`config.mk`:
```
export PLATFORM = sky130hd
export DESIGN_NAME = ppc_shade
export DESIGN_NICKNAME = d
export VERILOG_FILES = /design/src/pixel_pair_compositor_yuv422_defines.svh /design/src/ppc_pkg.sv /design/src/ppc_shade.sv
export SDC_FILE = /design/constraint.sdc
export NUM_CORES = 2
export LEC_CHECK = 0
export BUFFER_PORTS_ARGS = -buffer_cell sky130_fd_sc_hd__buf_2
export CAP_MARGIN = 20
export CORE_UTILIZATION = 60
export DETAILED_ROUTE_END_ITERATION = 6
export GPL_ROUTABILITY_DRIVEN = 0
export PLACE_DENSITY = 0.8
export SKIP_LAST_GASP = 1
export SLEW_MARGIN = 5
export SYNTH_ARGS = -nofsm -noshare
export SYNTH_HDL_FRONTEND = slang
export SYNTH_SLANG_ARGS = --single-unit
```
`constraint.sdc`:
```
create_clock -name clk -period 6.4 [get_ports clk]
set_input_delay 0.32 -clock clk [delete_from_list [all_inputs] [get_ports clk]]
set_output_delay 0.32 -clock clk [all_outputs]
set_load 0.1 [all_outputs]
```
`src/pixel_pair_compositor_yuv422_defines.svh`:
```
// Assertion macros shared by the compositor RTL.
`ifndef PIXEL_PAIR_COMPOSITOR_YUV422_DEFINES_SVH
`define PIXEL_PAIR_COMPOSITOR_YUV422_DEFINES_SVH

`ifndef SYNTHESIS
`define PPC_ASSERT_NOW(label, clk, rst, ante, cons) \
  label: assert property (@(posedge clk) disable iff (rst) (ante) |-> (cons)) \
    else $error("ppc assertion failed");
`define PPC_ASSERT_NEXT(label, clk, rst, ante, cons) \
  label: assert property (@(posedge clk) disable iff (rst) (ante) |=> (cons)) \
    else $error("ppc assertion failed");
`else
`define PPC_ASSERT_NOW(label, clk, rst, ante, cons)
`define PPC_ASSERT_NEXT(label, clk, rst, ante, cons)
`endif

`endif

```
`src/ppc_pkg.sv`:
```
`default_nettype none
package ppc_pkg;

  localparam logic [8:0] LEVEL_MAX = 9'd256;

  typedef enum logic [1:0] {
    REG_SKY   = 2'd0,
    REG_GLOW  = 2'd1,
    REG_WORD  = 2'd2,
    REG_FLASH = 2'd3
  } reg_idx_t;

  typedef struct packed {
    logic [7:0] r;
    logic [7:0] g;
    logic [7:0] b;
  } rgb_t;

  typedef struct packed {
    logic [8:0] sky_level;
    logic [8:0] glow_level;
    logic [8:0] word_opacity;
    logic [8:0] flash_level;
  } levels_t;

  localparam logic [7:0] RIFT_R = 8'd205;
  localparam logic [7:0] RIFT_G = 8'd238;
  localparam logic [7:0] RIFT_B = 8'd255;
  localparam logic [7:0] WHITE  = 8'd255;

  localparam logic [7:0] Y_R = 8'd77;
  localparam logic [7:0] Y_G = 8'd150;
  localparam logic [7:0] Y_B = 8'd29;

  localparam logic signed [16:0] CB_R = 17'sd43;
  localparam logic signed [16:0] CB_G = 17'sd85;
  localparam logic signed [16:0] CR_G = 17'sd107;
  localparam logic signed [16:0] CR_B = 17'sd21;
  localparam logic signed [9:0]  C_BIAS = 10'sd128;

  // One blend step: c + floor((t - c) * a / 256).
  function automatic logic [7:0] blend(input logic [7:0] c, input logic [7:0] t,
                                       input logic [8:0] a);
    logic signed [8:0]  diff;
    logic signed [18:0] prod;
    logic signed [10:0] step;
    logic signed [10:0] sum;
    diff = $signed({1'b0, t}) - $signed({1'b0, c});
    prod = diff * $signed({1'b0, a});
    step = prod[18:8];
    sum  = $signed({3'b000, c}) + step;
    return sum[7:0];
  endfunction

  // Scale an 8-bit value by a 0..256 level and drop the fraction.
  function automatic logic [7:0] scale(input logic [7:0] v, input logic [8:0] lvl);
    logic [16:0] prod;
    prod = v * lvl;
    return prod[15:8];
  endfunction

  function automatic logic [7:0] clamp8(input logic signed [9:0] v);
    logic [7:0] res;
    if (v < 0) begin
      res = 8'd0;
    end else if (v > 10'sd255) begin
      res = 8'd255;
    end else begin
      res = v[7:0];
    end
    return res;
  endfunction

endpackage
`default_nettype wire

```
`src/ppc_shade.sv`:
```
`default_nettype none
module ppc_shade
  import ppc_pkg::*;
(
  input  logic        clk,
  input  logic        adv,
  input  levels_t     levels,
  input  logic [23:0] bg_rgb,
  input  logic [7:0]  rift_alpha,
  input  logic [31:0] word_rgba,
  output rgb_t        pix
);

  rgb_t       c1, c2, c3;
  logic [7:0] ra1, wa1, wa2;
  rgb_t       w1, w2;

  always_ff @(posedge clk) begin
    if (adv) begin
      c1.r <= scale(bg_rgb[23:16], levels.sky_level);
      c1.g <= scale(bg_rgb[15:8], levels.sky_level);
      c1.b <= scale(bg_rgb[7:0], levels.sky_level);
      ra1  <= scale(rift_alpha, levels.glow_level);
      wa1  <= scale(word_rgba[7:0], levels.word_opacity);
      w1   <= word_rgba[31:8];

      c2.r <= blend(c1.r, RIFT_R, {1'b0, ra1});
      c2.g <= blend(c1.g, RIFT_G, {1'b0, ra1});
      c2.b <= blend(c1.b, RIFT_B, {1'b0, ra1});
      wa2  <= wa1;
      w2   <= w1;

      c3.r <= blend(c2.r, w2.r, {1'b0, wa2});
      c3.g <= blend(c2.g, w2.g, {1'b0, wa2});
      c3.b <= blend(c2.b, w2.b, {1'b0, wa2});

      pix.r <= blend(c3.r, WHITE, levels.flash_level);
      pix.g <= blend(c3.g, WHITE, levels.flash_level);
      pix.b <= blend(c3.b, WHITE, levels.flash_level);
    end
  end

endmodule
`default_nettype wire

```
==> flow_metrics.env <==
export IMPL_status="complete, but fails checks"
export IMPL_violations="setup timing"
export IMPL_post_route_drc_count=0
export IMPL_critPathKind="reg -> reg"
export IMPL_worstMarginPinSlew_ns=0.965
export IMPL_ys_ff_latch=168
export IMPL_tns_ns=-0.982
export IMPL_core_sq_mm=0.0634
export IMPL_synth_simple_area_share=0.172
export IMPL_dieArea_sq_mm=0.0655
export IMPL_synth_top_family_by_area="adder cells"
export IMPL_setup_violations=7
export IMPL_clk_pin_slew_ns=0.07
export IMPL_start_util=0.610
export IMPL_syn2layout_area_growth_pct=12.3
export IMPL_drive_gt1_frac=0.126
export IMPL_required_ns=6.64
export IMPL_end_kind="flop"
export IMPL_clockBufferDepth=2
export IMPL_cts_htree_levels=4
export IMPL_slew_headroom=0.356
export IMPL_synth_top_flop_cell="edfxtp_1"
export IMPL_finish_net_count=5662
export IMPL_rsz0062_at_grt="yes"
export IMPL_grtUsageTotal=0.270
export IMPL_ant_nets=0
export IMPL_vias_per_cell=5.36
export IMPL_grt_pass1_vias=29941
export IMPL_cts_sinks=168
export IMPL_die_h_um=256
export IMPL_hold_viol_final=0
export IMPL_dp_hpwl_mm=67.4
export IMPL_synth_compound_area_frac=0.0498
export IMPL_dr_pass1_iters=6
export IMPL_path_max_fanout=4
export IMPL_muxShareOfSynthArea=0
export IMPL_cap_violations=0
export IMPL_drtIter0Drc=1700
export IMPL_cpLargestDelayFamily="adder cells"
export IMPL_overflow=0
export IMPL_ys_seq_area_frac=0.130
export IMPL_synthXorXnorAreaFrac=0.0531
export IMPL_antennaDiodeCount=0
export IMPL_cts_made_buffers=17
export IMPL_whs_ns=0.0534
export IMPL_synth_nets=5345
export IMPL_routed_wl_mm=85.2
export IMPL_ctsRootBufferMaster="clkbuf_16"
export IMPL_synth_edff_count=168
export IMPL_worst_setup_path_start_kind="flop"
export IMPL_fin_area_sq_mm=0.0435
export IMPL_clk_latency_ns=0.50
export IMPL_setup_slack_ns=-0.304
export IMPL_die_w_um=256
export IMPL_netlist_area_sq_mm=0.0387
export IMPL_dpl_cell_area_sq_mm=0.0418
export IMPL_cts_tree="built"
export IMPL_grt_pass1_wl_mm=143
export IMPL_path_common_cell="fa_1"
export IMPL_yosysWarnings=0
export IMPL_drv_slew=0
export IMPL_grt_max_degree=110
export IMPL_hold_class="in -> reg"
export IMPL_antenna_found_initial=0
export IMPL_io_pins=126
export IMPL_cpPeakStageDelay_ns=0.51
export IMPL_syn_inst=4079
export IMPL_arrival_ns=6.95
export IMPL_avgSynthCellArea_sq_um=9.49
export IMPL_wl_per_cell_um=16.2
export IMPL_numPortBuffers=125
export IMPL_worst_path_buf_inv=5
export IMPL_min_period_ns=6.70
export IMPL_fin_skew_ns=0.0140
export IMPL_timing_final_crit_share=1.05
export IMPL_synthArstFlopShare=0
export IMPL_max_freq_mhz=149
export IMPL_ff2ff_setup_slack_ns=-0.30
export IMPL_crit_slowest_cell="fa_1"
export IMPL_vias=28151
export IMPL_synth_fa_ha_area_frac=0.501
export IMPL_ys_types=58
export IMPL_rows=92
export IMPL_dp_slack_ns=-0.391
-- path summary, 6_finish.rpt --
kind                     from                to  cells past startpoint
max reg2reg   c2[0]$_DFFE_PP_   c3[7]$_DFFE_PP_                     30
max           c2[0]$_DFFE_PP_   c3[7]$_DFFE_PP_                     30
min reg2reg  wa1[2]$_DFFE_PP_  wa2[2]$_DFFE_PP_                      0
min             word_rgba[31]  w1[23]$_DFFE_PP_                      1
-- kinds of logic (layout without fill, tap and decap cells) --
| kind of cell | count (synthesis) | in the layout |
|---|---|---|
| flops | 168 | 168 |
| buf+inv | 973 | 1303 |
| xor+xnor | 233 | 233 |
| fa+ha+maj | 1164 | 1164 |
| compound gates | 294 | 294 |
| simple gates | 1247 | 1247 |
-- routing by layer --
metal / vias to the layer above / track usage / part of all wire
met4: 0 / 0.0991 / 0.032
met2: 708 / 0.467 / 0.50
met3: 169 / 0.0335 / 0.042
li1: 13197 / - / -
met5: - / 0 / 0
met1: 14077 / 0.349 / 0.42
-- flip-flops by register name, summed over array words and instances, names as in the netlist, 24 cells and up --
signal	count
w2	24
c1	24
w1	24
pix	24
c2	24
c3	24
-- timing repair --
action | 4_1_cts | 5_1_grt
setup buffers | 18 | 33
gates resized for setup | 42 | 87
hold buffers | 22 | 0
endpoints found under the hold margin | 22 | 0
endpoints found under the setup margin | 10 | 22
pin swaps | 92 | 72
-- final cells by class --
type / count / area [sq um]
fillers: 4669 / 20000
clock buffers: 19 / 433
inverters: 881 / 3310
well taps: 846 / 1060
multi-input cells: 2938 / 30700
clock inverters: 13 / 144
flip-flops and latches: 168 / 5040
repair buffers: 390 / 2730
-- synth_stat cells, types with 28 or more instances --
library cell  count  share of area
a21oi_1          85          0.011
inv_1           881          0.085
nand2_1         338          0.033
o21a_1           28         0.0054
nand2b_1        150          0.024
xor2_1           45          0.010
fa_1            641           0.33
o21ai_0          58         0.0075
nor3_1           32         0.0041
a21o_1           33         0.0064
xnor2_1         187          0.042
ha_1            523           0.17
clkbuf_1         91         0.0088
nor2b_1         222          0.036
and2_1          302          0.049
edfxtp_1        168           0.13
nor2_1          124          0.012
-- metrics by stage --
step | utilization | std cells
finish | 0.685 | 5255
global placement | 0.658 | 5156
global route | 0.685 | 5255
CTS | 0.676 | 5226
detailed placement | 0.658 | 5156
floorplan | - | 4079
-- layout by cell type, fill, tap and decap left out, types with 124 or more instances in the layout --
cell / instances
and2_1: 301
buf_2: 124
buf_4: 234
edfxtp_1: 168
fa_1: 634
ha_1: 507
inv_1: 869
nand2_1: 325
nand2b_1: 150
nor2b_1: 216
xnor2_1: 178
Power is left out: the tool's default activity adds up to more than one toggle a clock period on the data nets, which glitch-free logic cannot reach.
