--- src/pixel_pair_compositor_yuv422_defines.svh ---
// Assertion macros shared by the compositor RTL.
`ifndef PIXEL_PAIR_COMPOSITOR_YUV422_DEFINES_SVH
`define PIXEL_PAIR_COMPOSITOR_YUV422_DEFINES_SVH

`ifndef SYNTHESIS
`define PPC_ASSERT_NOW(label, clk, rst, ante, cons) \
  label: assert property (@(posedge clk) disable iff (rst) (ante) |-> (cons)) \
    else $error("ppc assertion failed");
`define PPC_ASSERT_NEXT(label, clk, rst, ante, cons) \
  label: assert property (@(posedge clk) disable iff (rst) (ante) |=> (cons)) \
    else $error("ppc assertion failed");
`else
`define PPC_ASSERT_NOW(label, clk, rst, ante, cons)
`define PPC_ASSERT_NEXT(label, clk, rst, ante, cons)
`endif

`endif

--- src/ppc_pkg.sv ---
`default_nettype none
package ppc_pkg;

  localparam logic [8:0] LEVEL_MAX = 9'd256;

  typedef enum logic [1:0] {
    REG_SKY   = 2'd0,
    REG_GLOW  = 2'd1,
    REG_WORD  = 2'd2,
    REG_FLASH = 2'd3
  } reg_idx_t;

  typedef struct packed {
    logic [7:0] r;
    logic [7:0] g;
    logic [7:0] b;
  } rgb_t;

  typedef struct packed {
    logic [8:0] sky_level;
    logic [8:0] glow_level;
    logic [8:0] word_opacity;
    logic [8:0] flash_level;
  } levels_t;

  localparam logic [7:0] RIFT_R = 8'd205;
  localparam logic [7:0] RIFT_G = 8'd238;
  localparam logic [7:0] RIFT_B = 8'd255;
  localparam logic [7:0] WHITE  = 8'd255;

  localparam logic [7:0] Y_R = 8'd77;
  localparam logic [7:0] Y_G = 8'd150;
  localparam logic [7:0] Y_B = 8'd29;

  localparam logic signed [16:0] CB_R = 17'sd43;
  localparam logic signed [16:0] CB_G = 17'sd85;
  localparam logic signed [16:0] CR_G = 17'sd107;
  localparam logic signed [16:0] CR_B = 17'sd21;
  localparam logic signed [9:0]  C_BIAS = 10'sd128;

  // One blend step: c + floor((t - c) * a / 256).
  function automatic logic [7:0] blend(input logic [7:0] c, input logic [7:0] t,
                                       input logic [8:0] a);
    logic signed [8:0]  diff;
    logic signed [18:0] prod;
    logic signed [10:0] step;
    logic signed [10:0] sum;
    diff = $signed({1'b0, t}) - $signed({1'b0, c});
    prod = diff * $signed({1'b0, a});
    step = prod[18:8];
    sum  = $signed({3'b000, c}) + step;
    return sum[7:0];
  endfunction

  // Scale an 8-bit value by a 0..256 level and drop the fraction.
  function automatic logic [7:0] scale(input logic [7:0] v, input logic [8:0] lvl);
    logic [16:0] prod;
    prod = v * lvl;
    return prod[15:8];
  endfunction

  function automatic logic [7:0] clamp8(input logic signed [9:0] v);
    logic [7:0] res;
    if (v < 0) begin
      res = 8'd0;
    end else if (v > 10'sd255) begin
      res = 8'd255;
    end else begin
      res = v[7:0];
    end
    return res;
  endfunction

endpackage
`default_nettype wire

--- src/ppc_convert.sv ---
`default_nettype none
module ppc_convert
  import ppc_pkg::*;
(
  input  logic        clk,
  input  logic        adv,
  input  rgb_t        left,
  input  rgb_t        right,
  output logic [31:0] yuyv_word
);

  logic [15:0] y0_sum, y1_sum;
  logic [8:0]  r_sum, g_sum, b_sum;
  logic [7:0]  y0, y1;
  rgb_t        avg;

  logic signed [16:0] rs, gs, bs;
  logic signed [16:0] cb_sum, cr_sum;
  logic signed [8:0]  cb_q, cr_q;

  assign y0_sum = Y_R * left.r + Y_G * left.g + Y_B * left.b;
  assign y1_sum = Y_R * right.r + Y_G * right.g + Y_B * right.b;
  assign r_sum  = {1'b0, left.r} + {1'b0, right.r};
  assign g_sum  = {1'b0, left.g} + {1'b0, right.g};
  assign b_sum  = {1'b0, left.b} + {1'b0, right.b};

  always_ff @(posedge clk) begin
    if (adv) begin
      y0    <= y0_sum[15:8];
      y1    <= y1_sum[15:8];
      avg.r <= r_sum[8:1];
      avg.g <= g_sum[8:1];
      avg.b <= b_sum[8:1];
    end
  end

  assign rs     = $signed({9'd0, avg.r});
  assign gs     = $signed({9'd0, avg.g});
  assign bs     = $signed({9'd0, avg.b});
  assign cb_sum = (bs <<< 7) - CB_R * rs - CB_G * gs;
  assign cr_sum = (rs <<< 7) - CR_G * gs - CR_B * bs;
  assign cb_q   = cb_sum[16:8];
  assign cr_q   = cr_sum[16:8];

  always_ff @(posedge clk) begin
    if (adv) begin
      yuyv_word <= {y0, clamp8($signed({cb_q[8], cb_q}) + C_BIAS),
                    y1, clamp8($signed({cr_q[8], cr_q}) + C_BIAS)};
    end
  end

endmodule
`default_nettype wire

--- config.mk ---
export PLATFORM = sky130hd
export DESIGN_NAME = ppc_convert
export DESIGN_NICKNAME = d
export VERILOG_FILES = /design/src/pixel_pair_compositor_yuv422_defines.svh /design/src/ppc_pkg.sv /design/src/ppc_convert.sv
export SDC_FILE = /design/constraint.sdc
export NUM_CORES = 1
export LEC_CHECK = 0
export ABC_AREA = 1
export BUFFER_PORTS_ARGS = -buffer_cell sky130_fd_sc_hd__buf_4
export CORE_AREA = 8 8 185 187
export CTS_CLUSTER_SIZE = 16
export DETAILED_ROUTE_END_ITERATION = 8
export DIE_AREA = 0 0 193 195
export GPL_TIMING_DRIVEN = 0
export PLACE_DENSITY_LB_ADDON = 0.15
export REMOVE_ABC_BUFFERS = 1
export SLEW_MARGIN = 20
export SYNTH_ARGS = -nofsm -noshare
export SYNTH_HDL_FRONTEND = slang
export SYNTH_SLANG_ARGS = --single-unit
--- constraint.sdc ---
create_clock -name clk -period 6.3 [get_ports clk]
set_input_delay 0.63 -clock clk [delete_from_list [all_inputs] [get_ports clk]]
set_output_delay 0.63 -clock clk [all_outputs]
set_load 0.1 [all_outputs]
==> metrics, run 1 <==
result of the run=finished, final reports clean; CTS Hold Bufs=0; ant diodes=0; initial antenna violation count=0; later-pin clock latency in the skew report=0.36 ns; die outline area=37640 um2; headroom to the max-slew limit=a little over a third; measured slew at the worst slew-check pin=0.9629 ns; category of the most critical setup path=in2reg; I/O pin count=a little over 80; reported max-cap violation count=0; distinct cell type count after synthesis=39; count of nets after finishing=2564; Hold Path Cell Cnt=0; mean routed wirelength per cell=between 10 and 15 um; footprint of the flip-flops and latches=around 2200 um2; post-synthesis area per instance=around 8.3 um2; maximum number of pins on one net before global-route repair=between 70 and 80; via total after detailed routing=between 10000 and 15000; CTS buffer count=9; end of the worst register-to-register path=yuyv_word[19]; YS warnings=0; global placement routability congestion=0.8839; number of cells on the worst reg-to-reg path=24; clock slew at reported path FFs=roughly 0.060 ns; class of the most critical hold timing path=reg2reg; Crit Path Max Fanout=5; Global Route Usage Sum=between 15 and 20%; post-synthesis cell area=~16000 um2; residual overflow from global routing=0; fill cell count=between 2000 and 3000; DIE HEIGHT=195 um; wire length of the first global-routing pass=approximately 60000 um; sort of element at the end of the critical path=flip-flop; Antenna Nets Post-Route=0; maximum clock insertion buffer count=2; effective utilization at floorplan=51.03%; cell type with the largest total area after synthesis=ha_1; start point of the worst hold path=y0[1]; vias per cell=5.116; worst hold-check slack=about 0.42 ns; count of final max-slew check failures=0; share of layout cells above drive strength 1=between 7 and 8%; CTS tree=yes; total of flip-flops plus latches after synthesis=slightly above 70; number of cells in the finished layout apart from fillers=approximately 2400; final clock skew=0.007939 ns; Cell Count Post-Placement=approximately 2400; CP arrival=roughly 6.2 ns; register area share after synthesis=~14%; root cell of the clock tree=clkbuf_16; commonest cells after routing, fill and taps aside=inv_1 (508), ha_1 (344), nand2_1 (278), fa_1 (162), a21oi_1 (108); Horiz. Die Dim=slightly below 200 um; required time of the worst setup path=6.42 ns; most used flip-flop cell after synthesis=edfxtp_1; standard-cell rows=65; number of global-route vias before repair=approximately 13000; count of clock tree sinks=slightly above 70; Async SR Flop Fraction=0%; DRC=0; Period Utilization, post-route=a little over nine tenths; area of the core=about 31000 um2; share of the synthesized area in the top cell type=a little over a quarter; CTS H-tree lvls=3; main area contributors after synthesis=ha_1 (27%), fa_1 (20%), edfxtp_1 (14%); first-pass iteration count of the detailed router=5; area of combinational cells with multiple inputs=roughly 12000 um2; Reg-to-Reg Start=avg[9]; number of flops mapped to enable cells by yosys=about 70; Total Neg Setup Slack=0 ns; internal reg-to-reg setup slack=0.57 ns; shortest period the worst path allows=a little over 6 ns; final hold violation count=0; iteration-0 DRC count of the detailed router=around 470; sink of the worst hold path=yuyv_word[25]; fmax=0.1639 GHz; leading cell type in the layout, fill and taps excluded=inv_1; Setup crit start kind=input pin; Area Overhead vs Synth=9.673%; I/O Buffers=81; Cells after Synth=about 1900; number of endpoints failing setup at the final stage=0; routed wire length=between 30000 and 40000 um; placed wire-length estimate=around 31000 um
==> how the worst max path moves through the flow <==
stage                         start    end  slack (ns)  cells past startpoint
final                      left[12]  y0[5]        0.20                     24
after global routing       left[12]  y0[5]      -0.004                     24
after CTS                 right[12]  y1[7]        0.06                     27
after detailed placement   left[12]  y0[7]       -0.44                     27
after global placement     left[12]  y0[5]       -0.41                     24
after floorplan            left[12]  y0[7]        0.19                     26
==> cell type report <==
class,instances,area share [%]
clock buffer,10,1.310
timing repair buffer,82,3.522
tap,402,2.878
clock inverter,6,0.5297
sequential,72,12.37
multi-input combinational,1325,68.39
inverter,512,11.00
==> cell families (layout without fill, tap and decap cells) <==
family	Yosys count	in the layout	synth area share [%]
DFF	72	72	13.57
adders and majority gates	512	512	47.83
AOI/OAI and AO/OA	233	233	8.118
xor gates and xnor gates	82	82	4.507
buffers and inverters	513	610	12.09
and+or+nand+nor	498	498	13.89
==> synth_stat cells (all sizes together) (2+ instances only) <==
master and n:
nand4 22, ha 350, nor3 18, nand3 79
and2 5, nor4 2, o21bai 11, xnor2 31
o211ai 3, o21ai 68, a21oi 117, o31a 2
a21o 13, o31ai 3, nand2 293, edfxtp 72
nand3b 5, a31oi 10, fa 162, nor2 72
xor2 51, inv 512, o21a 2, or2 2
==> per-layer routing <==
layer  share of wire [%]  track usage, %  vias to the layer above
li1                    -               -                     6277
met1                  46           24.87                     5850
met2                  50           35.51                      169
met3                 2.9           1.942                       28
met4                 1.2           3.933                        0
met5                   0               0                        -
==> critical path: stages <==
cell     delay, ns
buf_4         0.15
ha_1          0.30
ha_1          0.28
inv_1         0.05
fa_1          0.50
fa_1          0.51
inv_1         0.06
ha_4          0.26
a21oi_2       0.15
o21ai_0       0.09
nor2_1        0.18
xnor2_1       0.15
ha_1          0.25
inv_1         0.08
fa_1          0.44
fa_1          0.49
inv_1         0.05
fa_1          0.48
ha_4          0.32
nand2_2       0.08
nor4_1        0.35
o21ai_1       0.19
nand3_1       0.12
nand2_1       0.06
==> sequential cells by signal, indices dropped and copies added, names as in the netlist <==
| signal | count |
|---|---|
| yuyv_word | 32 |
| avg | 24 |
| y0 | 8 |
| y1 | 8 |
==> per-stage QoR <==
step	cell area, um2	util, %	setup slack [ns]
6_report	17480	55.97	0.1976
5_1_grt	17480	55.97	-0.004341
4_1_cts	17400	55.72	0.06096
3_5_place_dp	17040	54.57	-0.4402
3_3_place_gp	17040	54.57	-0.4085
2_1_floorplan	15930	-	0.1934
==> repair_timing <==
action	in CTS	in global routing
endpoints found under the setup margin	2	9
setup buffers	1	0
pin swaps	1	6
gates resized for setup	4	20
hold endpoints to repair	0	0
Power of run 1 is not shown: default switching activity piles up to over one toggle a cycle in this logic, so the estimate is an artifact.
==> run 2: changes to the inputs <==
ABC_CLOCK_PERIOD_IN_PS = 6300   (was not set)
CTS_BUF_LIST = sky130_fd_sc_hd__clkbuf_8   (was not set)
==> run 2 against run 1 <==
  * Non-clock buffer count did not move
  * Global-route usage decreased by 0.076 points
  * Highest routed layer unchanged
  * Via count about the same
  * Setup slack better by 0.023 ns
  * Flip-flop and latch count is the same
  * Core utilization down 0.38 points
  * Critical path type unchanged
  * Register-to-register slack barely moved
  * Critical endpoint unchanged
  * Clock skew grew 0.0041 ns
  * Maximum frequency up 0.37%
  * Hold slack got worse by 0.00068 ns
  * First-iteration DRC count decreased by 1.3%
==> metrics, run 2 (synthesized netlist as in run 1, its figures left out) <==
I/O Buffers=81 (unchanged); clock slew at reported path FFs=0.09 ns (+0.03 ns); routed wire length=35010 um (about the same); vias per cell=5.112 (about the same); max FFs per register=32 (unchanged); maximum number of pins on one net before global-route repair=73 (unchanged); first-pass iteration count of the detailed router=4 (-1); count of nets after finishing=2564 (unchanged); CTS tree=yes; ant diodes=0 (unchanged); initial antenna violation count=0 (unchanged); result of the run=finished, final reports clean; biggest registers after layout=yuyv_word (32), avg (24); placed wire-length estimate=30810 um (unchanged); DIE HEIGHT=195 um (unchanged); share of layout cells above drive strength 1=7.723% (-0.050 points); class of the most critical hold timing path=reg2reg; Area Overhead vs Synth=8.935%; fmax=0.1645 GHz (+0.37%); I/O pin count=82 (unchanged); iteration-0 DRC count of the detailed router=465 (-1.3%); number of global-route vias before repair=12839 (-0.19%); DRC=0 (unchanged); Period Utilization, post-route=96.50% (-0.36 points); final clock skew=0.01200 ns (+0.004059 ns); count of clock tree sinks=72 (unchanged); Horiz. Die Dim=193 um (unchanged); via total after detailed routing=12315 (-0.073%); required time of the worst setup path=6.45 ns (+0.03 ns); count of final max-slew check failures=0 (unchanged); CP arrival=6.23 ns (about the same); Global Route Usage Sum=19.53% (-0.076 points); Setup crit start kind=input pin; most flop-heavy register=yuyv_word; die outline area=37640 um2 (unchanged); leading cell type in the layout, fill and taps excluded=inv_1; CTS buffer count=9 (unchanged); standard-cell rows=65 (unchanged); CTS Hold Bufs=0 (unchanged); unrepaired setup endpoints after global routing=no; sort of element at the end of the critical path=flip-flop; final hold violation count=0 (unchanged); effective utilization at floorplan=51.03% (unchanged); mean routed wirelength per cell=14.53 um (about the same); worst hold-check slack=0.4162 ns (-0.0006850 ns); measured slew at the worst slew-check pin=0.9727 ns (+0.009761 ns); Crit Path Max Fanout=5 (unchanged); reported max-cap violation count=0 (unchanged); later-pin clock latency in the skew report=0.39 ns (+0.03 ns); category of the most critical setup path=in2reg; CTS H-tree lvls=3 (unchanged); wire length of the first global-routing pass=59630 um (-0.44%); fill cell count=3008 (+0.77%); headroom to the max-slew limit=35.15% (-0.65 points); residual overflow from global routing=0 (unchanged); global placement routability congestion=0.8839 (unchanged); shortest period the worst path allows=6.080 ns (-0.02266 ns); Antenna Nets Post-Route=0 (unchanged); maximum clock insertion buffer count=2 (unchanged); root cell of the clock tree=clkbuf_8; commonest cells after routing, fill and taps aside=inv_1 (509), ha_1 (344), nand2_1 (278), fa_1 (162), a21oi_1 (108); area of the core=31230 um2 (unchanged); number of endpoints failing setup at the final stage=0 (unchanged)
==> run 2: final cells by class <==
cell class / count / area (um2) / area share, %
inverter: 512 / 1922 / 11.07
multi-input combinational: 1325 / 11940 / 68.76
sequential: 72 / 2162 / 12.45
clock buffer: 9 / 123.9 / 0.7135
tap: 402 / 503.0 / 2.897
timing repair buffer: 82 / 615.6 / 3.546
clock inverter: 7 / 96.34 / 0.5550
==> run 2: layer usage <==
| layer | GRT usage (%) | vias to the layer above | share of wire (%) |
|---|---|---|---|
| met1 | 24.75 | 5842 | 46 |
| met3 | 1.996 | 25 | 2.6 |
| met5 | 0 | - | 0 |
| met2 | 35.22 | 170 | 50 |
| met4 | 4.218 | 0 | 1.4 |
| li1 | - | 6278 | - |
==> run 2: repair_timing <==
action	CTS	global route
hold endpoints to repair	0	0
pin swaps	1	6
setup endpoints to repair	2	10
resized for setup	1	21
setup buffers	1	0
==> run 2: metrics by stage <==
step | util (%) | setup TNS (ns) | std cells | cell area (um2) | setup WS [ns]
final | 55.59 | 0 | 2409 | 17360 | 0.2202
after global routing | 55.59 | 0 | 2409 | 17360 | 0.03630
after CTS | 55.31 | 0 | 2409 | 17270 | 0.003464
after detailed placement | 54.57 | -2.528 | 2392 | 17040 | -0.4402
after global placement | 54.57 | -1.986 | 2392 | 17040 | -0.4085
after floorplan | - | 0 | 1909 | 15930 | 0.1934
==> run 2: critical path, cell delays in order <==
cell     delay [ns]
buf_4          0.14
ha_1           0.30
ha_1           0.28
inv_1          0.05
fa_1           0.50
fa_1           0.51
inv_1          0.06
ha_4           0.26
a21oi_2        0.15
o21ai_0        0.09
nor2_1         0.18
xnor2_1        0.15
ha_1           0.25
inv_1          0.08
fa_1           0.44
fa_1           0.49
inv_1          0.05
fa_1           0.48
ha_4           0.32
nand2_2        0.07
nor4_1         0.36
o21ai_1        0.20
nand3_1        0.12
nand2_1        0.06
==> run 2: path summary, 6_finish.rpt <==
check | startpoint | endpoint | slack [ns] | depth (start not counted)
setup reg to reg | avg[9] | yuyv_word[19] | 0.56 | 24
setup / recovery | left[12] | y0[5] | 0.22 | 24
hold reg to reg | y0[1] | yuyv_word[25] | 0.42 | 0
hold / removal | y0[1] | yuyv_word[25] | 0.42 | 0
Power of run 2 is left out for the same reason.
