--- src/pixel_pair_compositor_yuv422_defines.svh ---
// Assertion macros shared by the compositor RTL.
`ifndef PIXEL_PAIR_COMPOSITOR_YUV422_DEFINES_SVH
`define PIXEL_PAIR_COMPOSITOR_YUV422_DEFINES_SVH

`ifndef SYNTHESIS
`define PPC_ASSERT_NOW(label, clk, rst, ante, cons) \
  label: assert property (@(posedge clk) disable iff (rst) (ante) |-> (cons)) \
    else $error("ppc assertion failed");
`define PPC_ASSERT_NEXT(label, clk, rst, ante, cons) \
  label: assert property (@(posedge clk) disable iff (rst) (ante) |=> (cons)) \
    else $error("ppc assertion failed");
`else
`define PPC_ASSERT_NOW(label, clk, rst, ante, cons)
`define PPC_ASSERT_NEXT(label, clk, rst, ante, cons)
`endif

`endif

--- src/ppc_pkg.sv ---
`default_nettype none
package ppc_pkg;

  localparam logic [8:0] LEVEL_MAX = 9'd256;

  typedef enum logic [1:0] {
    REG_SKY   = 2'd0,
    REG_GLOW  = 2'd1,
    REG_WORD  = 2'd2,
    REG_FLASH = 2'd3
  } reg_idx_t;

  typedef struct packed {
    logic [7:0] r;
    logic [7:0] g;
    logic [7:0] b;
  } rgb_t;

  typedef struct packed {
    logic [8:0] sky_level;
    logic [8:0] glow_level;
    logic [8:0] word_opacity;
    logic [8:0] flash_level;
  } levels_t;

  localparam logic [7:0] RIFT_R = 8'd205;
  localparam logic [7:0] RIFT_G = 8'd238;
  localparam logic [7:0] RIFT_B = 8'd255;
  localparam logic [7:0] WHITE  = 8'd255;

  localparam logic [7:0] Y_R = 8'd77;
  localparam logic [7:0] Y_G = 8'd150;
  localparam logic [7:0] Y_B = 8'd29;

  localparam logic signed [16:0] CB_R = 17'sd43;
  localparam logic signed [16:0] CB_G = 17'sd85;
  localparam logic signed [16:0] CR_G = 17'sd107;
  localparam logic signed [16:0] CR_B = 17'sd21;
  localparam logic signed [9:0]  C_BIAS = 10'sd128;

  // One blend step: c + floor((t - c) * a / 256).
  function automatic logic [7:0] blend(input logic [7:0] c, input logic [7:0] t,
                                       input logic [8:0] a);
    logic signed [8:0]  diff;
    logic signed [18:0] prod;
    logic signed [10:0] step;
    logic signed [10:0] sum;
    diff = $signed({1'b0, t}) - $signed({1'b0, c});
    prod = diff * $signed({1'b0, a});
    step = prod[18:8];
    sum  = $signed({3'b000, c}) + step;
    return sum[7:0];
  endfunction

  // Scale an 8-bit value by a 0..256 level and drop the fraction.
  function automatic logic [7:0] scale(input logic [7:0] v, input logic [8:0] lvl);
    logic [16:0] prod;
    prod = v * lvl;
    return prod[15:8];
  endfunction

  function automatic logic [7:0] clamp8(input logic signed [9:0] v);
    logic [7:0] res;
    if (v < 0) begin
      res = 8'd0;
    end else if (v > 10'sd255) begin
      res = 8'd255;
    end else begin
      res = v[7:0];
    end
    return res;
  endfunction

endpackage
`default_nettype wire

--- src/ppc_regs.sv ---
`default_nettype none
`include "pixel_pair_compositor_yuv422_defines.svh"
module ppc_regs
  import ppc_pkg::*;
(
  input  logic        clk,
  input  logic        rst,
  input  logic        psel,
  input  logic        penable,
  input  logic        pwrite,
  input  logic [3:0]  paddr,
  input  logic [31:0] pwdata,
  output logic [31:0] prdata,
  output logic        pready,
  output levels_t     levels
);

  reg_idx_t   idx;
  logic       wr;
  logic [8:0] wval;

  assign pready = 1'b1;
  assign idx    = reg_idx_t'(paddr[3:2]);
  assign wr     = psel && penable && pwrite;
  assign wval   = (pwdata[8:0] > LEVEL_MAX) ? LEVEL_MAX : pwdata[8:0];

  always_ff @(posedge clk) begin
    if (rst) begin
      levels.sky_level    <= LEVEL_MAX;
      levels.glow_level   <= LEVEL_MAX;
      levels.word_opacity <= 9'd0;
      levels.flash_level  <= 9'd0;
    end else if (wr) begin
      case (idx)
        REG_SKY:   levels.sky_level    <= wval;
        REG_GLOW:  levels.glow_level   <= wval;
        REG_WORD:  levels.word_opacity <= wval;
        REG_FLASH: levels.flash_level  <= wval;
        default: ;
      endcase
    end
  end

  always_comb begin
    case (idx)
      REG_SKY:   prdata = {23'd0, levels.sky_level};
      REG_GLOW:  prdata = {23'd0, levels.glow_level};
      REG_WORD:  prdata = {23'd0, levels.word_opacity};
      REG_FLASH: prdata = {23'd0, levels.flash_level};
      default:   prdata = 32'd0;
    endcase
  end

  `PPC_ASSERT_NOW(a_levels_sat, clk, rst, 1'b1,
    levels.sky_level <= LEVEL_MAX && levels.glow_level <= LEVEL_MAX &&
    levels.word_opacity <= LEVEL_MAX && levels.flash_level <= LEVEL_MAX)

endmodule
`default_nettype wire

--- config.mk ---
export PLATFORM = sky130hd
export DESIGN_NAME = ppc_regs
export DESIGN_NICKNAME = d
export VERILOG_FILES = /design/src/ppc_pkg.sv /design/src/ppc_regs.sv
export VERILOG_INCLUDE_DIRS = /design/src /design/src/src
export SDC_FILE = /design/constraint.sdc
export NUM_CORES = 1
export LEC_CHECK = 0
export BUFFER_PORTS_ARGS = -buffer_cell sky130_fd_sc_hd__buf_2
export CORE_UTILIZATION = 35
export DETAILED_ROUTE_END_ITERATION = 16
export PLACE_DENSITY = 0.74
export SYNTH_ARGS = -nofsm -noshare
export SYNTH_HDL_FRONTEND = slang
export SYNTH_SLANG_ARGS = --single-unit
--- constraint.sdc ---
create_clock -name clk -period 1.21 [get_ports clk]
set_clock_uncertainty 0.05 [all_clocks]
set_input_delay 0 -clock clk [delete_from_list [all_inputs] [get_ports clk]]
set_output_delay 0 -clock clk [all_outputs]
set_load 0.05 [all_outputs]
==> summary.txt, run 1 <==
Cells and area
  • Nets: 300
  • Storage cell area: 746 sq um
  • Biggest regs: levels (36)
  • Max reg flops: 36
  • Biggest register: levels
  • Multi-input gate area: 997 sq um
  • Layout cell share with drive strength beyond 1: 50.0%
  • Fill count: 508
  • Number of diodes: 0
  • Area Overhead vs Synth: 30.9%
  • Finished Cell Area: 2490 sq um

Timing
  • Setup TNS: -923 ps
  • Final Worst Setup Slack: -124 ps
  • RSZ-0062 raised after global routing: true
  • Minimum clock period: 1330 ps
  • Fmax: 750 MHz
  • Final worst-path cycle share: 110%
  • Final Hold Fails: 0
  • Setup violations, final: 9
  • Worst hold slack: 44.7 ps
  • Max-slew violations: 0

Setup path
  • Crit. End Element: output port
  • Setup CP Type: register to output port
  • Crit path required time: 1160 ps
  • Crit path launch type: register
  • Crit Path Max Fanout: 2
  • Worst path arrival time: 1280 ps

Power
  • Clock Power Share: 34.7%
  • Switching Fraction: 31.1%
  • Int Pwr: 1.70 mW
  • Cell Pwr Density: 991 nW/um^2
  • Pleak: 1.31 nW
  • Sequential power share: 48.6%
  • Peak supply drop: 0.536 mV
  • Combinational share of power: 16.8%
  • Net Switching: 0.768 mW

Routing
  • Initial drt markers: 77
  • Final WL: 4.53 mm
  • Post-route DRC: 0
  • Vias per std cell: 4.59
  • Via count: 1516
  • DRT Pass-1 Iters: 4
  • Antenna Nets Post-Route: 0
  • Mean routed wirelength per cell: 13.7 microns

Logic synthesis
  • Top FF cell, synth: dfxtp_1
  • Fraction of registers with async set/reset: 0%
  • Most frequent cell after synthesis: dfxtp_1
  • Largest area contributor in the netlist: dfxtp_1
  • #FFs+latches synth: 36
  • Number of synthesized flops with an enable pin: 0
  • Sequential share of the synthesized area: 37.8%
  • Cell Area, Synth: 1900 sq um
  • Top post-synthesis cells by area: dfxtp_1 38%, mux2i_1 14%, buf_4 9.9%
  • Top cells by count, synth: 36 x dfxtp_1, 27 x mux2i_1, 27 x nand2b_1
  • Synth top area share: 37.8%
  • Warnings from Yosys: 0
  • Cells after Synth: 181
  • Synth unique cells: 23
  • Syn_area_per_cell: 10.5 sq um

GRT
  • Largest net degree at the start of global routing: 33
  • First-pass GRT wire length: 6.84 mm
  • Vias in the first global route: 1373
  • Total global-route track usage: 16.6%
  • GR Overflow Total: 0
  • Initial antenna violation count: 0

Die
  • Core box area: 5170 sq um
  • Num ports: 110
  • Die Y: 75.8 microns
  • Initial Util: 36.8%
  • Die area: 5740 sq um
  • Floorplan row count: 26
  • Die span in x: 75.8 microns

CTS
  • Clock latency on the worst-skew pair: 290 ps
  • CTS tree: done
  • Longest Clk Path Bufs: 2
  • CTS Sinks: 36
  • CTS Buf Count: 5
  • Clock Pin Slew Worst Setup and Hold Paths: 80 ps
  • H-tree Lvls: 2
  • Root buf cell: clkbuf_8

Run status
  • Run status: complete, but fails checks
  • Violated checks: negative setup slack

Hold path
  • Hold Path Class: input pin to register

Place
  • Number of buffers added on ports: 60
  • DP Area: 2190 sq um
  • Routability congestion estimate: 0.698
  • Hpwl dp: 3.19 mm
  • Place WS: 4.48 ps

Run
  • Max_cap viols: 0
## through the flow
stage          utilization (%)  std cells  power [mW]
2_1_floorplan                -        203        1.61
3_3_place_gp              42.4        308        1.62
3_5_place_dp              42.4        308        1.62
4_1_cts                   47.9        329        2.49
5_1_grt                   48.2        330        2.57
6_report                  48.2        330        2.47
## routing by layer
layer,GRT usage (%),up-vias,share of wire [%]
li1,-,727,-
met1,21.9,711,44
met2,26.0,74,47
met3,5.16,4,8.4
met4,4.73,0,0.68
met5,0,-,0
## timing repair
item / CTS / global route
setup endpoints to repair: 9 / 9
gates resized for setup: 42 / 3
hold buffers: 0 / 0
endpoints found under the hold margin: 0 / 0
buffers inserted: 13 / 1
## placed cells by master, fill, tap and decap left out
cell and count:
or3b_2 6, o21ai_1 1, inv_1 1, conb_1 24
or2_2 1, buf_6 2, clkinv_2 2, buf_4 25
o21ai_0 17, buf_2 51, nand4_1 1, nor2b_1 5
nand3_1 1, or3b_1 1, nand2b_1 27, clkbuf_8 5
or3b_4 1, dfxtp_1 16, and2b_1 4, mux2i_1 27
clkinv_4 1, nor2_1 3, mux4_2 9, dfxtp_2 20
buf_8 7, or3_1 2
## power groups by stage
| stage | Sequential, mW | Combinational [mW] | Clock, mW |
|---|---|---|---|
| 3_3_place_gp | 1.23 | 0.394 | 0 |
| 3_5_place_dp | 1.23 | 0.397 | 0 |
| 5_1_grt | 1.20 | 0.440 | 0.927 |
| 6_report | 1.20 | 0.414 | 0.856 |
| 4_1_cts | 1.20 | 0.413 | 0.874 |
| 2_1_floorplan | 1.26 | 0.352 | 0 |
## worst paths after layout
kind / startpoint / endpoint / slack [ps] / depth (start not counted)
worst max-delay path: levels[9]$_SDFFE_PP0P_ / prdata[0] / -120 / 2
worst min-delay path: pwdata[8] / levels[8]$_SDFFE_PP0P_ / 40 / 3
worst max register to register: levels[9]$_SDFFE_PP0P_ / levels[9]$_SDFFE_PP0P_ / 290 / 4
worst min register to register: levels[29]$_SDFFE_PP0P_ / levels[29]$_SDFFE_PP0P_ / 430 / 2
## critical path, cell delays in order, from the launching register on
cell and delay (ps):
dfxtp_2 340, mux4_2 480, buf_8 170
## layout make-up
type	count	area share, %
Multi-Input combinational cell	130	40.0
Inverter	1	0.151
Timing Repair Buffer	85	22.9
Clock buffer	5	2.76
Clock inverter	3	0.753
Sequential cell	36	29.9
Tap cell	70	3.51
## cells by family (layout without fill, tap and decap cells)
kind of cell	after synthesis	count (layout)	share of synthesized area [%]
AOI/OAI and AO/OA	18	18	4.73
and+or+nand+nor	52	52	18.1
DFF	36	36	37.8
muxes	36	36	25.4
other	2	24	0.394
buffers and inverters	37	94	13.5
No activity file was read; power rests on OpenSTA's default activity.
==> inputs of run 2 (changes only) <==
--- a/config.mk
+++ b/config.mk
@@ -8,8 +8,9 @@
 export LEC_CHECK = 0
 export BUFFER_PORTS_ARGS = -buffer_cell sky130_fd_sc_hd__buf_2
 export CORE_UTILIZATION = 35
+export CTS_CLUSTER_SIZE = 8
 export DETAILED_ROUTE_END_ITERATION = 16
-export PLACE_DENSITY = 0.74
+export PLACE_DENSITY_LB_ADDON = 0.2
 export SYNTH_ARGS = -nofsm -noshare
 export SYNTH_HDL_FRONTEND = slang
 export SYNTH_SLANG_ARGS = --single-unit
==> run 2 against run 1 <==
The run still ends with negative setup slack left. Worst setup slack worse by 2.5 ps. Wire length grew 1.6%. Worst hold slack worse by 4.7 ps. Core utilization up 1.5 points. Final area rose by 3.2%. Combinational power is 4% higher. Critical path depth unchanged. Clock-buffer cell count up 1. Sequential cell count is the same. First-iteration DRC count decreased by 18%. Global-route usage rose by 1.3 points. Sequential power is essentially flat. Critical endpoint is now prdata[5]. Largest cell class unchanged.
==> summary.txt, run 2 (same netlist as run 1, synthesis figures left out) <==
Timing
  • Setup TNS: -927 ps (was -923 ps)
  • Final worst-path cycle share: 110% (about the same)
  • RSZ-0062 raised after global routing: true (unchanged)
  • Worst hold slack: 40.0 ps (was 44.7 ps)
  • Fmax: 748 MHz (was 750 MHz)
  • Final Worst Setup Slack: -126 ps (was -124 ps)
  • Minimum clock period: 1340 ps (was 1330 ps)
  • Max-slew violations: 0 (unchanged)
  • Final Hold Fails: 0 (unchanged)
  • Setup violations, final: 9 (unchanged)

Run status
  • Run status: complete, but fails checks (unchanged)
  • Violated checks: negative setup slack (unchanged)

GRT
  • Total global-route track usage: 17.9% (was 16.6%)
  • First-pass GRT wire length: 7.32 mm (was 6.84 mm)
  • Largest net degree at the start of global routing: 29 (was 33)
  • Vias in the first global route: 1463 (was 1373)
  • GR Overflow Total: 0 (unchanged)
  • Initial antenna violation count: 0 (unchanged)
  • Global Route met2 Usage: 26.8% (was 26.0%)
  • Grt met1 use: 24.1% (was 21.9%)
  • M3 GR Usage: 5.42% (was 5.16%)
  • Most Crowded Layer GR: met2 (unchanged)

Die
  • Floorplan row count: 26 (unchanged)
  • Die Y: 75.8 microns (unchanged)
  • Initial Util: 36.8% (unchanged)
  • Num ports: 110 (unchanged)
  • Die area: 5740 sq um (unchanged)
  • Die span in x: 75.8 microns (unchanged)
  • Core box area: 5170 sq um (unchanged)

Place
  • Place WS: 74.3 ps (was 4.48 ps)
  • Number of buffers added on ports: 60 (unchanged)
  • Hpwl dp: 3.13 mm (was 3.19 mm)
  • Routability congestion estimate: 0.752 (was 0.698)

CTS
  • CTS tree: done (unchanged)
  • CTS Sinks: 36 (unchanged)
  • Root buf cell: clkbuf_8 (unchanged)
  • Clock latency on the worst-skew pair: 290 ps (about the same)
  • H-tree Lvls: 2 (unchanged)
  • CTS Buf Count: 5 (unchanged)
  • Hold-fix buffers, CTS: 0 (unchanged)
  • Clock Pin Slew Worst Setup and Hold Paths: 70 ps (was 80 ps)
  • Longest Clk Path Bufs: 2 (unchanged)

Run
  • Max_cap viols: 0 (unchanged)

Setup path
  • Crit. End Element: output port (unchanged)
  • WP buf/inv: 1 (unchanged)
  • Crit path required time: 1160 ps (about the same)
  • Register-to-register setup slack: 300 ps (was 290 ps)
  • Crit Path Max Fanout: 2 (unchanged)
  • Worst path arrival time: 1290 ps (was 1280 ps)
  • CP max stage cell: mux4_2 (unchanged)
  • Crit-path cells: mux4_2 > buf_8 (unchanged)
  • Setup CP Type: register to output port (unchanged)
  • Crit path largest cell delay: 500 ps (was 480 ps)
  • Crit path launch type: register (unchanged)
  • Top delay family on crit path: multiplexers (unchanged)

Routing
  • Vias per std cell: 4.58 (was 4.59)
  • Mean routed wirelength per cell: 13.7 microns (about the same)
  • Post-route DRC: 0 (unchanged)
  • Via count: 1543 (was 1516)
  • Antenna Nets Post-Route: 0 (unchanged)
  • Initial drt markers: 63 (was 77)
  • Final WL: 4.60 mm (was 4.53 mm)
  • DRT Pass-1 Iters: 4 (unchanged)

Power
  • Pleak: 1.35 nW (was 1.31 nW)
  • Cell Pwr Density: 949 nW/um^2 (was 991 nW/um^2)
  • Peak supply drop: 0.398 mV (was 0.536 mV)
  • Tot Pwr: 2.44 mW (was 2.47 mW)

Cells and area
  • Area Overhead vs Synth: 35.0% (was 30.9%)
  • Nets: 308 (was 300)
  • Most common cell after layout, fill and taps aside: buf_2 (unchanged)
  • Most frequent cells in the layout: 51 x buf_2, 32 x buf_4, 27 x nand2b_1, 27 x mux2i_1, 27 x dfxtp_2 (was 51 x buf_2, 27 x nand2b_1, 27 x mux2i_1)
  • Biggest register: levels (unchanged)
  • Fin util: 49.7% (was 48.2%)
  • Layout cell share with drive strength beyond 1: 53.6% (was 50.0%)
  • Number of diodes: 0 (unchanged)
  • Max reg flops: 36 (unchanged)
  • Biggest regs: levels (36) (unchanged)
  • Fill count: 507 (was 508)

Hold path
  • Hold Path Class: input pin to register (unchanged)
run 2: report_power, final:
group          internal, mW  switching, mW  leakage [nW]
combinational         0.120          0.310          1.01
sequential             1.19        0.00548         0.303
clock                 0.391          0.421        0.0410
total                  1.71          0.736          1.35
run 2: metrics by stage:
step           instances  instance area, sq um
6_report             337                  2570
5_1_grt              337                  2570
4_1_cts              337                  2570
3_5_place_dp         311                  2230
3_3_place_gp         311                  2230
2_1_floorplan        203                  1980
run 2: final timing paths:
path / startpoint / depth (start not counted) / endpoint
max reg2reg: levels[11]$_SDFFE_PP0P_ / 4 / levels[11]$_SDFFE_PP0P_
min: paddr[2] / 3 / levels[15]$_SDFFE_PP0P_
min reg2reg: levels[22]$_SDFFE_PP0P_ / 2 / levels[22]$_SDFFE_PP0P_
max: levels[5]$_SDFFE_PP0P_ / 2 / prdata[5]
run 2: worst register-to-register path, delay by kind of cell, from the launching register on:
kind	cells	cell delay, ps
AO/OA/AOI/OAI	2	160
buffers and inverters	1	130
flip-flops	1	320
AND/OR/NAND/NOR	1	140
run 2: layout make-up:
class                      instances  area [sq um]  share of cell area, %
sequential                        36           754                   29.3
inverter                           1          3.75                  0.146
clock buffer                       6          72.6                   2.82
clock inverter                     1          5.00                  0.195
tap                               70          87.6                   3.41
timing repair buffer              93           651                   25.3
multi-input combinational        130           997                   38.8
run 2: timing repair:
item | CTS | global route
buffers inserted | 19 | 0
gates resized for setup | 50 | 4
endpoints found under the setup margin | 9 | 9
endpoints found under the hold margin | 0 | 0
run 2: layer usage:
metal  vias up  wire length, microns
met1       731                  2140
met3         7                   285
met2        64                  2120
li1        741                     -
met4         0                    59
met5         -                     0
==> inputs of run 3 (changes only) <==
--- a/config.mk
+++ b/config.mk
@@ -10,7 +10,8 @@
 export CORE_UTILIZATION = 35
 export CTS_CLUSTER_SIZE = 8
 export DETAILED_ROUTE_END_ITERATION = 16
-export PLACE_DENSITY_LB_ADDON = 0.2
+export PLACE_DENSITY_LB_ADDON = 0.3
+export REMOVE_ABC_BUFFERS = 1
 export SYNTH_ARGS = -nofsm -noshare
 export SYNTH_HDL_FRONTEND = slang
 export SYNTH_SLANG_ARGS = --single-unit
==> run 3 against run 2 <==
The run still ends with negative setup slack left. Highest routed layer unchanged. Wire length is 1.2% lower. Worst hold slack improved by 13 ps. Final cell count decreased by 1.5%. Register-to-register slack worse by 30 ps. Sequential cell count unchanged. Worst setup slack better by 29 ps.
==> summary.txt, run 3 (same netlist as run 1, synthesis figures left out) <==
Routing
  • Final WL: 4.55 mm (was 4.60 mm)
  • Post-route DRC: 0 (unchanged)
  • Via count: 1504 (was 1543)
  • Mean routed wirelength per cell: 13.7 microns (about the same)
  • Initial drt markers: 28 (was 63)
  • DRT Pass-1 Iters: 4 (unchanged)
  • Vias per std cell: 4.53 (was 4.58)
  • Antenna Nets Post-Route: 0 (unchanged)

Timing
  • Max-slew violations: 0 (unchanged)
  • Worst hold slack: 53.1 ps (was 40.0 ps)
  • Minimum clock period: 1310 ps (was 1340 ps)
  • Final worst-path cycle share: 108% (was 110%)
  • RSZ-0062 raised after global routing: true (unchanged)
  • Final Hold Fails: 0 (unchanged)
  • Final Worst Setup Slack: -97.0 ps (was -126 ps)
  • Setup violations, final: 9 (unchanged)
  • Fmax: 765 MHz (was 748 MHz)

Power
  • Peak supply drop: 0.521 mV (was 0.398 mV)
  • Pleak: 1.32 nW (was 1.35 nW)
  • Tot Pwr: 2.50 mW (was 2.44 mW)
  • Cell Pwr Density: 994 nW/um^2 (was 949 nW/um^2)

CTS
  • CTS Buf Count: 5 (unchanged)
  • H-tree Lvls: 2 (unchanged)
  • Longest Clk Path Bufs: 2 (unchanged)
  • Clock Pin Slew Worst Setup and Hold Paths: 70 ps (about the same)
  • Clock latency on the worst-skew pair: 280 ps (was 290 ps)
  • Root buf cell: clkbuf_8 (unchanged)
  • CTS tree: done (unchanged)
  • CTS Sinks: 36 (unchanged)

Die
  • Die Y: 75.8 microns (unchanged)
  • Num ports: 110 (unchanged)
  • Die area: 5740 sq um (unchanged)
  • Floorplan row count: 26 (unchanged)
  • Initial Util: 36.8% (unchanged)
  • Core box area: 5170 sq um (unchanged)
  • Die span in x: 75.8 microns (unchanged)

Cells and area
  • Biggest register: levels (unchanged)
  • Biggest regs: levels (36) (unchanged)
  • Fill count: 536 (was 507)
  • Max reg flops: 36 (unchanged)
  • Area Overhead vs Synth: 31.8% (was 35.0%)
  • Number of diodes: 0 (unchanged)
  • Most frequent cells in the layout: 51 x buf_2, 27 x nand2b_1, 27 x mux2i_1 (was 51 x buf_2, 32 x buf_4, 27 x nand2b_1, 27 x mux2i_1, 27 x dfxtp_2)
  • Storage cell area: 741 sq um (was 754 sq um)
  • Most common cell after layout, fill and taps aside: buf_2 (unchanged)
  • Multi-input gate area: 997 sq um (unchanged)
  • Layout cell share with drive strength beyond 1: 48.1% (was 53.6%)
  • Nets: 302 (was 308)

Place
  • Hpwl dp: 3.22 mm (was 3.13 mm)
  • Routability congestion estimate: 0.758 (was 0.752)
  • Place WS: 12.9 ps (was 74.3 ps)
  • Number of buffers added on ports: 60 (unchanged)

GRT
  • GR Overflow Total: 0 (unchanged)
  • Initial antenna violation count: 0 (unchanged)
  • Vias in the first global route: 1414 (was 1463)
  • Largest net degree at the start of global routing: 31 (was 29)
  • First-pass GRT wire length: 7.19 mm (was 7.32 mm)
  • Total global-route track usage: 17.4% (was 17.9%)

Run
  • Max_cap viols: 0 (unchanged)

Setup path
  • Crit path launch type: register (unchanged)
  • Top delay family on crit path: multiplexers (unchanged)
  • Crit path largest cell delay: 470 ps (was 500 ps)
  • Crit. End Element: output port (unchanged)
  • Crit path required time: 1160 ps (about the same)
  • Worst path arrival time: 1260 ps (was 1290 ps)
  • WP buf/inv: 1 (unchanged)
  • CP max stage cell: mux4_2 (unchanged)
  • Setup CP Type: register to output port (unchanged)
  • Crit Path Max Fanout: 3 (was 2)
  • Crit-path cells: mux4_2 > buf_8 (unchanged)

Run status
  • Run status: complete, but fails checks (unchanged)
  • Violated checks: negative setup slack (unchanged)

Hold path
  • Hold Path Class: input pin to register (unchanged)
==> run 3: worst reg2reg max path, cell delays in order (launching register included) <==
cell and delay (ps):
dfxtp_2 330, buf_4 130, and2b_1 140, o21ai_0 60
o21ai_0 110
==> run 3: final timing paths <==
path | startpoint | end | slack, ps | cells past startpoint
hold / removal | pwdata[8] | levels[8]$_SDFFE_PP0P_ | 50 | 3
hold reg to reg | levels[27]$_SDFFE_PP0P_ | levels[27]$_SDFFE_PP0P_ | 440 | 2
setup reg to reg | levels[15]$_SDFFE_PP0P_ | levels[15]$_SDFFE_PP0P_ | 270 | 4
setup / recovery | levels[35]$_SDFFE_PP1P_ | prdata[8] | -100 | 2
==> run 3: area by class of cell <==
type / count / share of cell area (%)
Clock buffer: 8 / 3.59
Timing Repair Buffer: 87 / 23.5
Multi-Input combinational cell: 130 / 39.7
Inverter: 1 / 0.150
Tap cell: 70 / 3.49
Sequential cell: 36 / 29.5
==> run 3: metrics by stage <==
stage	instances	area, sq um	utilization (%)	setup TNS (ps)
6_report	332	2510	48.5	-787
5_1_grt	332	2510	48.5	-1150
4_1_cts	331	2500	48.4	-916
3_5_place_dp	311	2240	43.3	0
3_3_place_gp	311	2240	43.3	0
2_1_floorplan	167	1730	-	-356
==> run 3: timing repair <==
action / in CTS / in global routing
hold buffers: 0 / 0
setup endpoints to repair: 9 / 9
setup buffers: 12 / 1
gates resized for setup: 42 / 0
endpoints found under the hold margin: 0 / 0
==> run 3: power breakdown <==
part	total [mW]	switching, mW	internal, mW
clock	0.867	0.403	0.464
combinational	0.428	0.311	0.117
sequential	1.20	0.00593	1.19
total	2.50	0.720	1.78
==> run 3: routing by layer <==
metal	wire, microns	global-route usage (%)	share of wire (%)	up-vias
li1	-	-	-	726
met1	2060	22.3	45	723
met2	2260	28.4	50	50
met3	196	3.97	4.3	5
met4	38	6.38	0.84	0
met5	0	0	0	-
